$ cat config.mk
export PLATFORM = sky130hd
export DESIGN_NAME = bank_switch_mapper_scanline_irq
export DESIGN_NICKNAME = d
export VERILOG_FILES = /design/src/design/bsm_pkg.sv /design/src/design/bsm_decode.sv /design/src/design/bsm_outreg.sv /design/src/design/bank_switch_mapper_scanline_irq.sv
export SDC_FILE = /design/constraint.sdc
export NUM_CORES = 1
export LEC_CHECK = 0
export BUFFER_PORTS_ARGS = -buffer_cell sky130_fd_sc_hd__buf_2
export CORE_AREA = 2 2 91 93
export CTS_CLUSTER_SIZE = 24
export DETAILED_ROUTE_END_ITERATION = 8
export DIE_AREA = 0 0 93 95
export PLACE_DENSITY = 0.8
export SLEW_MARGIN = 10
export SYNTH_ARGS = -nofsm -noshare
export SYNTH_HDL_FRONTEND = slang
export SYNTH_SLANG_ARGS = --single-unit
$ cat constraint.sdc
create_clock -name clk -period 8.2 [get_ports clk]
set_input_delay 0.82 -clock clk [delete_from_list [all_inputs] [get_ports clk]]
set_output_delay 0.82 -clock clk [all_outputs]
set_load 0.02 [all_outputs]
$ cat src/design/bsm_pkg.sv
package bsm_pkg;

  // One input item: a bus write or a scanline tick.
  typedef struct packed {
    logic        func;
    logic [15:0] addr;
    logic [7:0]  data;
  } item_t;

  // One result item.
  typedef struct packed {
    logic [2:0]  event_kind;
    logic [2:0]  slot;
    logic [7:0]  bank_value;
    logic [1:0]  mirror_mode;
    logic [15:0] sound_addr;
    logic [7:0]  sound_data;
    logic        irq_pulse;
  } result_t;

  // Item kinds
  localparam logic FUNC_WRITE = 1'b0;
  localparam logic FUNC_TICK  = 1'b1;

  // Event kinds
  localparam logic [2:0] EV_NONE    = 3'd0;
  localparam logic [2:0] EV_PATTERN = 3'd1;
  localparam logic [2:0] EV_PROGRAM = 3'd2;
  localparam logic [2:0] EV_MIRROR  = 3'd3;
  localparam logic [2:0] EV_SOUND   = 3'd4;
  localparam logic [2:0] EV_IRQ     = 3'd5;

  // Address regions, addr[15:13]
  localparam logic [2:0] REGION_CMD     = 3'b100;
  localparam logic [2:0] REGION_PARAM   = 3'b101;
  localparam logic [2:0] REGION_SOUND_C = 3'b110;
  localparam logic [2:0] REGION_SOUND_E = 3'b111;

  // Commands
  localparam logic [3:0] CMD_PRG_LOW   = 4'd8;
  localparam logic [3:0] CMD_PRG_LAST  = 4'd11;
  localparam logic [3:0] CMD_MIRROR    = 4'd12;
  localparam logic [3:0] CMD_IRQ_EN    = 4'd13;
  localparam logic [3:0] CMD_CNT_LOW   = 4'd14;
  localparam logic [3:0] CMD_CNT_HIGH  = 4'd15;

  localparam logic [2:0]  PRG_LOW_SLOT  = 3'd3;
  localparam logic [3:0]  PRG_SLOT_BIAS = 4'd5;
  localparam int unsigned PRG_BLOCK_BIT = 6;

  localparam logic [15:0] TICK_STEP = 16'd113;

  // Configuration registers
  localparam int unsigned CFG_ADDR_W    = 3;
  localparam logic        REG_PATCH_MODE = 1'b0;

endpackage

$ cat src/design/bsm_decode.sv
module bsm_decode import bsm_pkg::*; (
  input  logic    clk,
  input  logic    rst,
  input  logic    patch_mode,
  input  item_t   item,
  input  logic    fire,
  output result_t result
);

  logic [3:0]  command_reg;
  logic [3:0]  command_reg_next;
  logic        irq_enable;
  logic        irq_enable_next;
  logic [15:0] irq_count;
  logic [15:0] irq_count_next;

  always_comb begin
    result           = '0;
    command_reg_next = command_reg;
    irq_enable_next  = irq_enable;
    irq_count_next   = irq_count;
    if (item.func == FUNC_TICK) begin
      if (irq_enable) begin
        if (irq_count <= TICK_STEP) begin
          irq_count_next    = '0;
          result.event_kind = EV_IRQ;
          result.irq_pulse  = 1'b1;
        end else begin
          irq_count_next = irq_count - TICK_STEP;
        end
      end
    end else begin
      unique case (item.addr[15:13])
        REGION_CMD: begin
          command_reg_next = item.data[3:0];
        end
        REGION_PARAM: begin
          priority if (command_reg < CMD_PRG_LOW) begin
            result.event_kind = EV_PATTERN;
            result.slot       = command_reg[2:0];
            result.bank_value = item.data;
          end else if (command_reg == CMD_PRG_LOW) begin
            // blocked in patch mode or when the data carries bit 6
            if (!patch_mode && !item.data[PRG_BLOCK_BIT]) begin
              result.event_kind = EV_PROGRAM;
              result.slot       = PRG_LOW_SLOT;
              result.bank_value = item.data;
            end
          end else if (command_reg <= CMD_PRG_LAST) begin
            result.event_kind = EV_PROGRAM;
            result.slot       = 3'(command_reg - PRG_SLOT_BIAS);
            result.bank_value = item.data;
          end else if (command_reg == CMD_MIRROR) begin
            result.event_kind  = EV_MIRROR;
            result.mirror_mode = item.data[1:0];
          end else if (command_reg == CMD_IRQ_EN) begin
            irq_enable_next = (item.data != 8'd0);
          end else if (command_reg == CMD_CNT_LOW) begin
            irq_count_next = {irq_count[15:8], item.data};
          end else begin
            irq_count_next = {item.data, irq_count[7:0]};
          end
        end
        REGION_SOUND_C, REGION_SOUND_E: begin
          result.event_kind = EV_SOUND;
          result.sound_addr = item.addr;
          result.sound_data = item.data;
        end
        default: begin
        end
      endcase
    end
  end

  always_ff @(posedge clk) begin
    if (rst) begin
      command_reg <= '0;
      irq_enable  <= 1'b0;
      irq_count   <= '0;
    end else if (fire) begin
      command_reg <= command_reg_next;
      irq_enable  <= irq_enable_next;
      irq_count   <= irq_count_next;
    end
  end

`ifndef ASSERT_OFF
  a_irq_clears_count: assert property (@(posedge clk) disable iff (rst)
    fire && result.irq_pulse |=> irq_count == 16'd0)
    else $error("counter not cleared after irq");

  a_irq_needs_enable: assert property (@(posedge clk) disable iff (rst)
    result.irq_pulse |-> irq_enable && item.func == FUNC_TICK)
    else $error("irq raised without enable");
`endif

endmodule

$ cat src/design/bsm_outreg.sv
module bsm_outreg import bsm_pkg::*; (
  input  logic    clk,
  input  logic    rst,
  input  logic    load,
  input  result_t result_in,
  input  logic    stall,
  output logic    valid,
  output logic    space,
  output result_t result_out
);

  // room for a new result when empty or when the held one leaves now
  assign space = !valid || !stall;

  always_ff @(posedge clk) begin
    if (rst) begin
      valid <= 1'b0;
    end else if (space) begin
      valid <= load;
    end
  end

  always_ff @(posedge clk) begin
    if (space && load) begin
      result_out <= result_in;
    end
  end

endmodule

$ cat src/design/bank_switch_mapper_scanline_irq.sv
// Bank-switch mapper with a scanline interrupt counter. Each input transfer
// is a CPU bus write (func 0) or a scanline tick (func 1) and gives exactly
// one result transfer. The block takes one item per clock cycle when the
// result side does not stall. An item waits in the input register until the
// result register has room, and its result is then registered there and
// presented on the result channel with result_valid high.
// Decode, the command and counter state and the 113 step subtraction sit in
// the single logic stage between those two registers. item_stall rises only
// when both registers hold items and result_stall is high. patch_mode is
// register 0 of the APB port (byte address 0); write it only while idle.
module bank_switch_mapper_scanline_irq import bsm_pkg::*; (
  input  logic                  clk,
  input  logic                  rst,
  // APB configuration port
  input  logic                  psel,
  input  logic                  penable,
  input  logic                  pwrite,
  input  logic [CFG_ADDR_W-1:0] paddr,
  input  logic [31:0]           pwdata,
  output logic [31:0]           prdata,
  output logic                  pready,
  // input channel
  input  logic                  item_valid,
  output logic                  item_stall,
  input  logic                  func,
  input  logic [15:0]           addr,
  input  logic [7:0]            data,
  // result channel
  output logic                  result_valid,
  input  logic                  result_stall,
  output logic [2:0]            event_kind,
  output logic [2:0]            slot,
  output logic [7:0]            bank_value,
  output logic [1:0]            mirror_mode,
  output logic [15:0]           sound_addr,
  output logic [7:0]            sound_data,
  output logic                  irq_pulse
);

  logic    patch_mode;
  logic    cfg_write;
  logic    in_accept;
  item_t   item_reg;
  logic    item_reg_valid;
  logic    advance;
  logic    out_space;
  result_t result_comb;
  result_t result_reg;

  // Configuration: one register, decoded on the word address bit.
  assign pready    = 1'b1;
  assign cfg_write = psel && penable && pwrite && pready;

  always_ff @(posedge clk) begin
    if (rst) begin
      patch_mode <= 1'b0;
    end else if (cfg_write && paddr[CFG_ADDR_W-1] == REG_PATCH_MODE) begin
      patch_mode <= pwdata[0];
    end
  end

  always_comb begin
    prdata = '0;
    if (paddr[CFG_ADDR_W-1] == REG_PATCH_MODE) begin
      prdata[0] = patch_mode;
    end
  end

  // Input register: advance into the result register whenever it has room.
  assign advance    = item_reg_valid && out_space;
  assign item_stall = item_reg_valid && !out_space;
  assign in_accept  = item_valid && !item_stall;

  always_ff @(posedge clk) begin
    if (rst) begin
      item_reg_valid <= 1'b0;
    end else if (in_accept) begin
      item_reg_valid <= 1'b1;
    end else if (advance) begin
      item_reg_valid <= 1'b0;
    end
  end

  // Hold the payload until a new transfer replaces it.
  always_ff @(posedge clk) begin
    if (in_accept) begin
      item_reg <= '{func: func, addr: addr, data: data};
    end
  end

  // State updates commit only when the item moves on, keeping item order.
  bsm_decode u_decode (
    .clk        (clk),
    .rst        (rst),
    .patch_mode (patch_mode),
    .item       (item_reg),
    .fire       (advance),
    .result     (result_comb)
  );

  bsm_outreg u_outreg (
    .clk        (clk),
    .rst        (rst),
    .load       (item_reg_valid),
    .result_in  (result_comb),
    .stall      (result_stall),
    .valid      (result_valid),
    .space      (out_space),
    .result_out (result_reg)
  );

  assign event_kind  = result_reg.event_kind;
  assign slot        = result_reg.slot;
  assign bank_value  = result_reg.bank_value;
  assign mirror_mode = result_reg.mirror_mode;
  assign sound_addr  = result_reg.sound_addr;
  assign sound_data  = result_reg.sound_data;
  assign irq_pulse   = result_reg.irq_pulse;

`ifndef ASSERT_OFF
  a_irq_kind: assert property (@(posedge clk) disable iff (rst)
    result_valid && irq_pulse |-> event_kind == EV_IRQ)
    else $error("irq pulse without irq event");

  a_stall_means_full: assert property (@(posedge clk) disable iff (rst)
    item_stall |-> item_reg_valid && result_valid && result_stall)
    else $error("input stalled with room to advance");
`endif

endmodule
==> results by group, run 1 <==
Logic synthesis
  – Synth async-reset ratio: 0%
  – Syn_area_per_cell: 11.87 um^2
  – Synth cell types: 54
  – EDFF count, synth: 66
  – Sequential element share of the synthesized area: 59.76%
  – Synth Flop Type: edfxtp_1
  – Synth warn: 0
  – Seq cells post-synth: 90
  – Cells after synthesis: 347
  – Mapped Area: 0.004120 mm^2

Global routing
  – First-pass GRT wire length: 12650 um
  – Vias in the first global route: 2596
  – Aggregate global-route resource usage: 18.69%
  – Largest net degree at the start of global routing: 33
  – Overflow after GRT: 0
  – Antenna violations before repair: 0

Floorplanning
  – Die area: 0.008835 mm^2
  – Die span in x: 93 um
  – Die H: 95 um
  – Initial core utilization: 51.97%
  – Core footprint: 0.007928 mm^2
  – Row cnt: 33
  – I/O Pins: 143

Worst setup path
  – CP endpoint kind: register
  – WS Path Type: reg2reg
  – R2r endpoint: u_decode.irq_count[9]
  – Worst EP required: 8.45 ns
  – R2R Path Start: item_reg[24]
  – Worst R2R Path Depth: 5
  – Worst Path Max Fanout: 17
  – Worst setup SP type: register
  – CP arrival: 2.68 ns
  – R2r setup slk: 5.77 ns

Timing
  – Max Fclk: 0.4111 GHz
  – Fin Setup TNS: 0 ns
  – Worst-Margin Slew: 1.045 ns
  – Slew margin rel.: 30.08%
  – Skew final: 0.01243 ns
  – Minimum clock period: 2.433 ns
  – RSZ-0062 raised after global routing: false
  – Fin. Hold Viols: 0
  – Final setup viols: 0
  – Slew Viols, Final: 0
  – Tcrit/Tclk final: 29.67%

Power and ir drop
  – Final total power: 0.0008811 W
  – Cell internal pwr: 0.0006702 W
  – Reg power frac: 58.9%
  – Leak pwr: 1.868 nW
  – Combinational Power Share: 7.5%
  – PD cells: 188.9 mW/mm^2
  – Switching Share: 23.93%
  – Switching pwr: 0.0002109 W
  – VDD IR-drop max: 133.4 uV
  – Clock network power share: 33.6%

Place
  – Port Buffer Count: 77
  – Gp weighted congestion: 0.9357
  – Placed cell area: 0.004463 mm^2
  – Post-DP HPWL: 5608 um

Final layout
  – Most frequent cells in the layout: buf_2, edfxtp_1, conb_1, and2_1, nand2_1
  – Max reg flops: 41
  – Antenna cells: 0
  – Commonest non-fill, non-tap cell in the layout: buf_2
  – Area Growth Syn to Fin: 13.18%
  – Nets: 492
  – Share of layout cells above drive strength 1: 23.82%
  – Design Area, Final: 0.004663 mm^2

Clock tree
  – Cts hold-fix bufs: 0
  – TritonCTS Sinks: 90
  – CTS tree: built
  – Root buffer cell: clkbuf_8
  – Longest Clk Path Bufs: 2
  – Latest clock arrival within the worst-skew pair: 0.35 ns
  – Post-CTS sizing: 0
  – TritonCTS buffer count: 9
  – Setup Buffers After CTS: 0
  – H-tree depth: 3
  – Clock Pin Slew Worst Setup and Hold Paths: 0.08 ns

Detailed routing
  – Vias: 2843
  – Vias per inst: 5.374
  – WL per Instance: 15.23 um
  – Antenna Nets Post-Route: 0
  – Final wirelength: 8056 um
  – DR DRC count: 0
  – Detailed-router iteration count before antenna repair: 4
  – Iter 0 DRT Violations: 196

Min path
  – Hold endpoint: u_decode.irq_count[12]
  – Hold Startpoint: u_decode.irq_count[12]
  – Hold Path Stages: 2
  – Min-Delay Path Class: reg2reg

Flow run
  – Max-cap violation count: 0

Status
  – Status: finished, final reports clean
## routing by layer
| layer | track usage (%) | routed length (um) | vias up |
|---|---|---|---|
| li1 | - | - | 1360 |
| met1 | 23.96 | 3253 | 1338 |
| met2 | 30.31 | 3960 | 127 |
| met3 | 5.108 | 663 | 18 |
| met4 | 7.475 | 178 | 0 |
| met5 | 0 | 0 | - |
## worst max-delay path by stage
stage	slack, ns	to	startpoint	depth (start not counted)
floorplan	4.22	u_decode.irq_count[2]	result_stall	5
global placement	5.76	item_reg[22]	result_stall	3
detailed placement	5.69	item_reg[0]	result_stall	3
CTS	5.80	u_decode.irq_count[9]	item_reg[24]	5
global route	5.58	u_decode.irq_count[11]	item_reg[24]	5
finish	5.77	u_decode.irq_count[9]	item_reg[24]	5
## power by group through the flow
stage          logic [W]  registers, W  clock network, W
2_1_floorplan  0.0000424      0.000539                 0
3_3_place_gp   0.0000646      0.000528                 0
3_5_place_dp   0.0000659      0.000530                 0
4_1_cts        0.0000660      0.000519          0.000302
5_1_grt        0.0000715      0.000521          0.000322
6_report       0.0000661      0.000519          0.000296
## critical path: stages, from the launching register on
cell	delay, ns
edfxtp_1	0.65
nand4bb_1	0.48
o31ai_1	0.43
and2_1	0.34
o21ai_0	0.15
a32o_1	0.27
## cell usage after synthesis (2+ instances only)
cell	instances	share of area (%)
o21a_1	2	0.36
or2_2	2	0.30
nand4b_1	2	0.43
buf_1	2	0.18
a21oi_1	9	1.1
and3_1	4	0.61
a31oi_1	3	0.46
nor2_1	20	1.8
mux2i_1	5	1.2
a211oi_1	2	0.36
nand4bb_1	2	0.55
o211a_1	3	0.73
ha_1	6	1.8
nand2b_1	2	0.30
nand3_1	5	0.61
nor3_1	4	0.49
conb_1	2	0.18
edfxtp_1	66	48
o21ai_0	13	1.6
buf_2	3	0.36
o21ai_1	3	0.36
and2_1	31	4.7
o41ai_1	5	1.1
dfxtp_1	24	12
buf_4	32	5.8
a32o_1	12	2.9
nor4_1	3	0.46
nand2_1	25	2.3
nor2b_1	2	0.30
or3_1	4	0.61
o31ai_1	9	1.6
o22ai_1	2	0.30
a2bb2oi_1	2	0.43
inv_1	8	0.73
clkbuf_1	9	0.82
## through the flow
step | hold WS, ns | util, % | cells | setup slack [ns]
after floorplan | 0.4437 | - | 377 | 4.219
after global placement | 0.4589 | 56.30 | 513 | 5.759
after detailed placement | 0.4673 | 56.30 | 513 | 5.687
after CTS | 0.4809 | 58.76 | 529 | 5.803
after global routing | 0.5214 | 58.82 | 529 | 5.581
final | 0.4788 | 58.82 | 529 | 5.767
## logic make-up after synthesis
group                    Yosys count  share of synthesized area [%]
flip-flops                        90                          59.76
buffers and inverters             55                          8.199
AND/OR/NAND/NOR                  117                          15.97
XOR/XNOR                           1                         0.2126
AO/OA/AOI/OAI                     71                          12.63
multiplexers                       5                          1.215
other                              2                         0.1823
adder cells (fa/ha/maj)            6                          1.822
## area by class of cell
class | instances | area (um^2)
clock buffer | 11 | 131.4
clock inverter | 5 | 63.81
fill | 673 | 3264
inverter | 8 | 30.03
multi-input combinational | 232 | 1451
sequential | 90 | 2462
tap | 105 | 131.4
timing repair buffer | 78 | 392.9
Power figures use the tool's default switching activity.
==> run 2, diff against run 1 <==
--- a/config.mk
+++ b/config.mk
@@ -6,11 +6,11 @@
 export NUM_CORES = 1
 export LEC_CHECK = 0
 export BUFFER_PORTS_ARGS = -buffer_cell sky130_fd_sc_hd__buf_2
-export CORE_AREA = 2 2 91 93
+export CORE_AREA = 2 2 94 96
 export CTS_CLUSTER_SIZE = 24
 export DETAILED_ROUTE_END_ITERATION = 8
-export DIE_AREA = 0 0 93 95
-export PLACE_DENSITY = 0.8
+export DIE_AREA = 0 0 96 98
+export PLACE_DENSITY = 0.76
 export SLEW_MARGIN = 10
 export SYNTH_ARGS = -nofsm -noshare
 export SYNTH_HDL_FRONTEND = slang
==> constraint.sdc (replaced) <==
create_clock -name clk -period 2.5 [get_ports clk]
set_input_delay 0.25 -clock clk [delete_from_list [all_inputs] [get_ports clk]]
set_output_delay 0.25 -clock clk [all_outputs]
set_load 0.02 [all_outputs]
==> run 2 against run 1 <==
  * Wire length grew 8.1%
  * Clock power grew to 4.1 times the previous value
  * Global-route usage up 0.41 points
  * Total power rose to 3.5 times the previous value
  * First-iteration DRC count grew 29%
  * Combinational power grew to 3.5 times the previous value
  * Highest routed layer unchanged
==> results by group, run 2 (synthesis gave the netlist of run 1 again) <==
Status
  – Status: finished, final reports clean

Timing
  – Final setup viols: 0
  – Skew final: 0.01147 ns
  – Fin Setup TNS: 0 ns
  – Minimum clock period: 2.367 ns
  – Max Fclk: 0.4225 GHz
  – Slew margin rel.: 32.84%
  – Tcrit/Tclk final: 94.67%
  – RSZ-0062 raised after global routing: false
  – Worst-Margin Slew: 1.004 ns
  – Slew Viols, Final: 0
  – Fin. Hold Viols: 0

Worst setup path
  – CP Depth: 5
  – CP endpoint kind: register
  – CP bufs+invs: 0
  – CP arrival: 2.63 ns
  – CP max stage cell: or3_1
  – Critical Path, Cell by Cell: or3_1, or3_4, o21ai_4, o21ai_0, a32o_1
  – WS Path Type: reg2reg
  – R2r setup slk: 0.13 ns
  – CP delay by family, top: simple AND/OR/NAND/NOR gates
  – Worst path max stage delay: 0.51 ns
  – Worst EP required: 2.76 ns
  – Worst setup SP type: register
  – Worst R2R Path Depth: 5
  – Worst Path Max Fanout: 19

Final layout
  – Antenna cells: 0
  – Most frequent cells in the layout: buf_2, edfxtp_1, conb_1, and2_1, nand2_1
  – Design Area, Final: 0.004775 mm^2
  – Area Growth Syn to Fin: 15.88%
  – Max reg flops: 41
  – Share of layout cells above drive strength 1: 25.69%
  – Nets: 500
  – Final core utilization: 56.40%
  – Commonest non-fill, non-tap cell in the layout: buf_2

Global routing
  – Antenna violations before repair: 0
  – Aggregate global-route resource usage: 19.10%
  – Largest net degree at the start of global routing: 26
  – Overflow after GRT: 0
  – Vias in the first global route: 2884
  – First-pass GRT wire length: 13700 um

Power and ir drop
  – Switching Share: 23.10%
  – VDD IR-drop max: 298.6 uV
  – Cell internal pwr: 0.002404 W
  – Switching pwr: 0.0007223 W
  – Combinational Power Share: 7.4%
  – Reg power frac: 54.2%
  – Leak pwr: 1.929 nW
  – Clock network power share: 38.4%
  – PD cells: 654.8 mW/mm^2
  – Final total power: 0.003126 W

Min path
  – Hold Path Stages: 1
  – Min-Delay Path Class: in2reg

Floorplanning
  – Initial core utilization: 48.67%
  – Die area: 0.009408 mm^2
  – Die span in x: 96 um
  – I/O Pins: 143
  – Row cnt: 34
  – Core footprint: 0.008466 mm^2
  – Die H: 98 um

Detailed routing
  – Final wirelength: 8708 um
  – Antenna Nets Post-Route: 0
  – WL per Instance: 16.13 um
  – Vias: 2936
  – Iter 0 DRT Violations: 253
  – Detailed-router iteration count before antenna repair: 5
  – Vias per inst: 5.437
  – DR DRC count: 0

Place
  – Gp weighted congestion: 0.8558
  – Placed cell area: 0.004527 mm^2
  – Post-DP HPWL: 6183 um
  – Port Buffer Count: 77

Clock tree
  – Longest Clk Path Bufs: 2
  – TritonCTS Sinks: 90
  – TritonCTS buffer count: 9
  – Root buffer cell: clkbuf_8
  – Clock Pin Slew Worst Setup and Hold Paths: 0.09 ns
  – Latest clock arrival within the worst-skew pair: 0.36 ns
  – H-tree depth: 3
  – Setup Buffers After CTS: 0
  – CTS tree: built

Flow run
  – Max-cap violation count: 0
run 2: changes by cell type in the layout (fill, tap and decap cells not counted):
cell | previous run | this run
clkinv_4 | 2 | 1
inv_6 | 0 | 1
clkbuf_1 | 2 | 0
buf_4 | 1 | 9
nor2b_2 | 0 | 1
bufinv_16 | 1 | 3
nor2b_4 | 1 | 0
run 2: area by class of cell:
| class | count | area [um^2] |
|---|---|---|
| fill | 708 | 3691 |
| sequential | 90 | 2462 |
| multi-input combinational | 232 | 1446 |
| timing repair buffer | 86 | 452.9 |
| tap | 108 | 135.1 |
| clock buffer | 9 | 123.9 |
| clock inverter | 7 | 123.9 |
| inverter | 8 | 30.03 |
run 2: power groups by stage:
stage          Sequential, W  Clock [W]  Combinational [W]
4_1_cts              0.00170    0.00122           0.000231
2_1_floorplan        0.00177          0           0.000140
3_5_place_dp         0.00173          0           0.000230
3_3_place_gp         0.00173          0           0.000226
6_report             0.00170    0.00120           0.000232
5_1_grt              0.00170    0.00128           0.000248
run 2: repair_timing:
action / CTS / global route
hold endpoints to repair: 0 / 0
hold buffers: 0 / 0
endpoints found under the setup margin: 0 / 3
gates resized for setup: 0 / 0
run 2: routing by layer:
metal | track usage, % | routed length, um | vias up
met5 | 0 | 0 | -
met4 | 8.132 | 203 | 0
met3 | 3.781 | 608 | 22
met2 | 32.16 | 4455 | 148
met1 | 23.60 | 3442 | 1400
li1 | - | - | 1366
run 2: stage by stage:
| stage | hold WS (ns) | worst slack [ns] | std cells |
|---|---|---|---|
| 5_1_grt | 0.04316 | 0.01944 | 540 |
| 6_report | 0.05674 | 0.1334 | 540 |
| 3_3_place_gp | 0.4284 | 0.3097 | 524 |
| 4_1_cts | 0.04662 | 0.1928 | 540 |
| 2_1_floorplan | 0.3489 | 0.2501 | 377 |
| 3_5_place_dp | 0.4282 | 0.2107 | 524 |
run 2: worst paths after layout:
path	from	endpoint
setup / recovery	u_decode.irq_count[8]	u_decode.irq_count[3]
hold / removal	data[6]	item_reg[6]
setup reg to reg	u_decode.irq_count[8]	u_decode.irq_count[3]
hold reg to reg	u_decode.irq_count[12]	u_decode.irq_count[12]
run 2: worst reg2reg max path, delay by kind of cell, from the launching register on:
kind,cells,cell delay (ns)
AND/OR/NAND/NOR,2,0.96
AO/OA/AOI/OAI,3,0.96
flip-flops,1,0.36
==> run 3, diff against run 2 <==
==> constraint.sdc (replaced) <==
create_clock -name clk -period 2.5 [get_ports clk]
set_input_delay 0.25 -clock clk [delete_from_list [all_inputs] [get_ports clk]]
set_output_delay 0.25 -clock clk [all_outputs]
set_load 0.05 [all_outputs]
==> run 3 against run 2 <==
  * Non-clock buffer count did not move
  * Die area did not move
  * Wire length fell by 3.5%
  * Clock skew fell by 0.0027 ns
  * Sequential power barely moved
  * Global-route usage fell by 1.1 points
  * Sequential cell count did not move
==> results by group, run 3 (synthesis gave the netlist of run 1 again) <==
Clock tree
  – CTS tree: built
  – Latest clock arrival within the worst-skew pair: 0.35 ns
  – Post-CTS sizing: 0
  – TritonCTS buffer count: 9
  – Longest Clk Path Bufs: 2
  – Clock Pin Slew Worst Setup and Hold Paths: 0.09 ns
  – Root buffer cell: clkbuf_8
  – Setup Buffers After CTS: 0
  – H-tree depth: 3
  – Cts hold-fix bufs: 0
  – TritonCTS Sinks: 90

Global routing
  – Overflow after GRT: 0
  – Largest net degree at the start of global routing: 28
  – Vias in the first global route: 2588
  – Antenna violations before repair: 0
  – First-pass GRT wire length: 12990 um
  – Aggregate global-route resource usage: 18.04%

Worst setup path
  – Worst EP required: 2.74 ns
  – WS Path Type: reg2reg
  – Worst Path Max Fanout: 19
  – CP endpoint kind: register
  – Worst setup SP type: register
  – CP arrival: 2.58 ns

Timing
  – Slew margin rel.: 47.27%
  – Final setup viols: 0
  – Skew final: 0.008789 ns
  – Fin. Hold Viols: 0
  – RSZ-0062 raised after global routing: false
  – Slew Viols, Final: 0
  – Max Fclk: 0.4277 GHz
  – Tcrit/Tclk final: 93.52%
  – Worst-Margin Slew: 0.7872 ns
  – Minimum clock period: 2.338 ns
  – Fin Setup TNS: 0 ns

Floorplanning
  – Die H: 98 um
  – Core footprint: 0.008466 mm^2
  – I/O Pins: 143
  – Die area: 0.009408 mm^2
  – Row cnt: 34
  – Die span in x: 96 um
  – Initial core utilization: 48.67%

Power and ir drop
  – Leak pwr: 1.902 nW
  – Final total power: 0.003060 W
  – VDD IR-drop max: 303.9 uV
  – PD cells: 647.5 mW/mm^2

Flow run
  – Max-cap violation count: 0

Final layout
  – Share of layout cells above drive strength 1: 25.46%
  – Antenna cells: 0
  – Most frequent cells in the layout: buf_2, edfxtp_1, conb_1, and2_1, nand2_1
  – Filler instances: 717
  – Commonest non-fill, non-tap cell in the layout: buf_2
  – Nets: 500
  – Area Growth Syn to Fin: 14.70%
  – Max reg flops: 41

Min path
  – Min-Delay Path Class: in2reg

Detailed routing
  – DR DRC count: 0
  – Antenna Nets Post-Route: 0
  – Vias per inst: 5.396
  – WL per Instance: 15.57 um
  – Final wirelength: 8406 um
  – Iter 0 DRT Violations: 200
  – Detailed-router iteration count before antenna repair: 5
  – Vias: 2914

Place
  – Gp weighted congestion: 0.9028
  – Port Buffer Count: 77
  – Post-DP HPWL: 5885 um

Status
  – Status: finished, final reports clean
-- run 3: worst max-delay path, stage by stage, from the launching register on --
cell	delay (ns)
dfxtp_1	0.38
inv_1	0.08
ha_1	0.21
nor3b_2	0.47
a211oi_1	0.16
o21ai_4	0.47
o21ai_0	0.17
a32o_1	0.29
-- run 3: routing by layer --
layer / wire (um) / global-route usage [%] / vias up
met1: 3362 / 22.67 / 1377
met2: 4197 / 29.17 / 146
met4: 280 / 9.560 / 0
met3: 565 / 3.395 / 22
met5: 0 / 0 / -
li1: - / - / 1369
-- run 3: path summary, 6_finish.rpt --
kind                           from                     end  slack (ns)  cells after the start
max           u_decode.irq_count[0]   u_decode.irq_count[7]        0.16                      7
min                         addr[1]             item_reg[9]        0.06                      1
max reg2reg   u_decode.irq_count[0]   u_decode.irq_count[7]        0.16                      7
min reg2reg  u_decode.irq_count[15]  u_decode.irq_count[15]        0.49                      1
-- run 3: cell type report --
class,instances,area [um^2],area share [%]
Sequential cell,90,2462,52.10
Clock inverter,7,75.07,1.589
Clock buffer,9,123.9,2.621
Timing Repair Buffer,86,452.9,9.584
Tap cell,108,135.1,2.859
Multi-Input combinational cell,232,1446,30.61
Inverter,8,30.03,0.6354
-- run 3: report_power, final --
| part | internal, W | leakage, nW | switching (W) |
|---|---|---|---|
| logic | 0.0000675 | 0.991 | 0.000302 |
| clock network | 0.000471 | 0.0996 | 0.000524 |
| registers | 0.00166 | 0.812 | 0.0000318 |
-- run 3: metrics by stage --
step	std cells	worst slack [ns]	hold WS, ns	util (%)	cell area, um^2
after floorplan	377	0.1634	0.3489	-	4247
after global placement	524	0.3087	0.4284	53.47	4527
after detailed placement	524	0.2645	0.4281	53.47	4527
after CTS	540	0.2233	0.05417	55.82	4726
after global routing	540	0.04317	0.04740	55.82	4726
final	540	0.1619	0.06481	55.82	4726
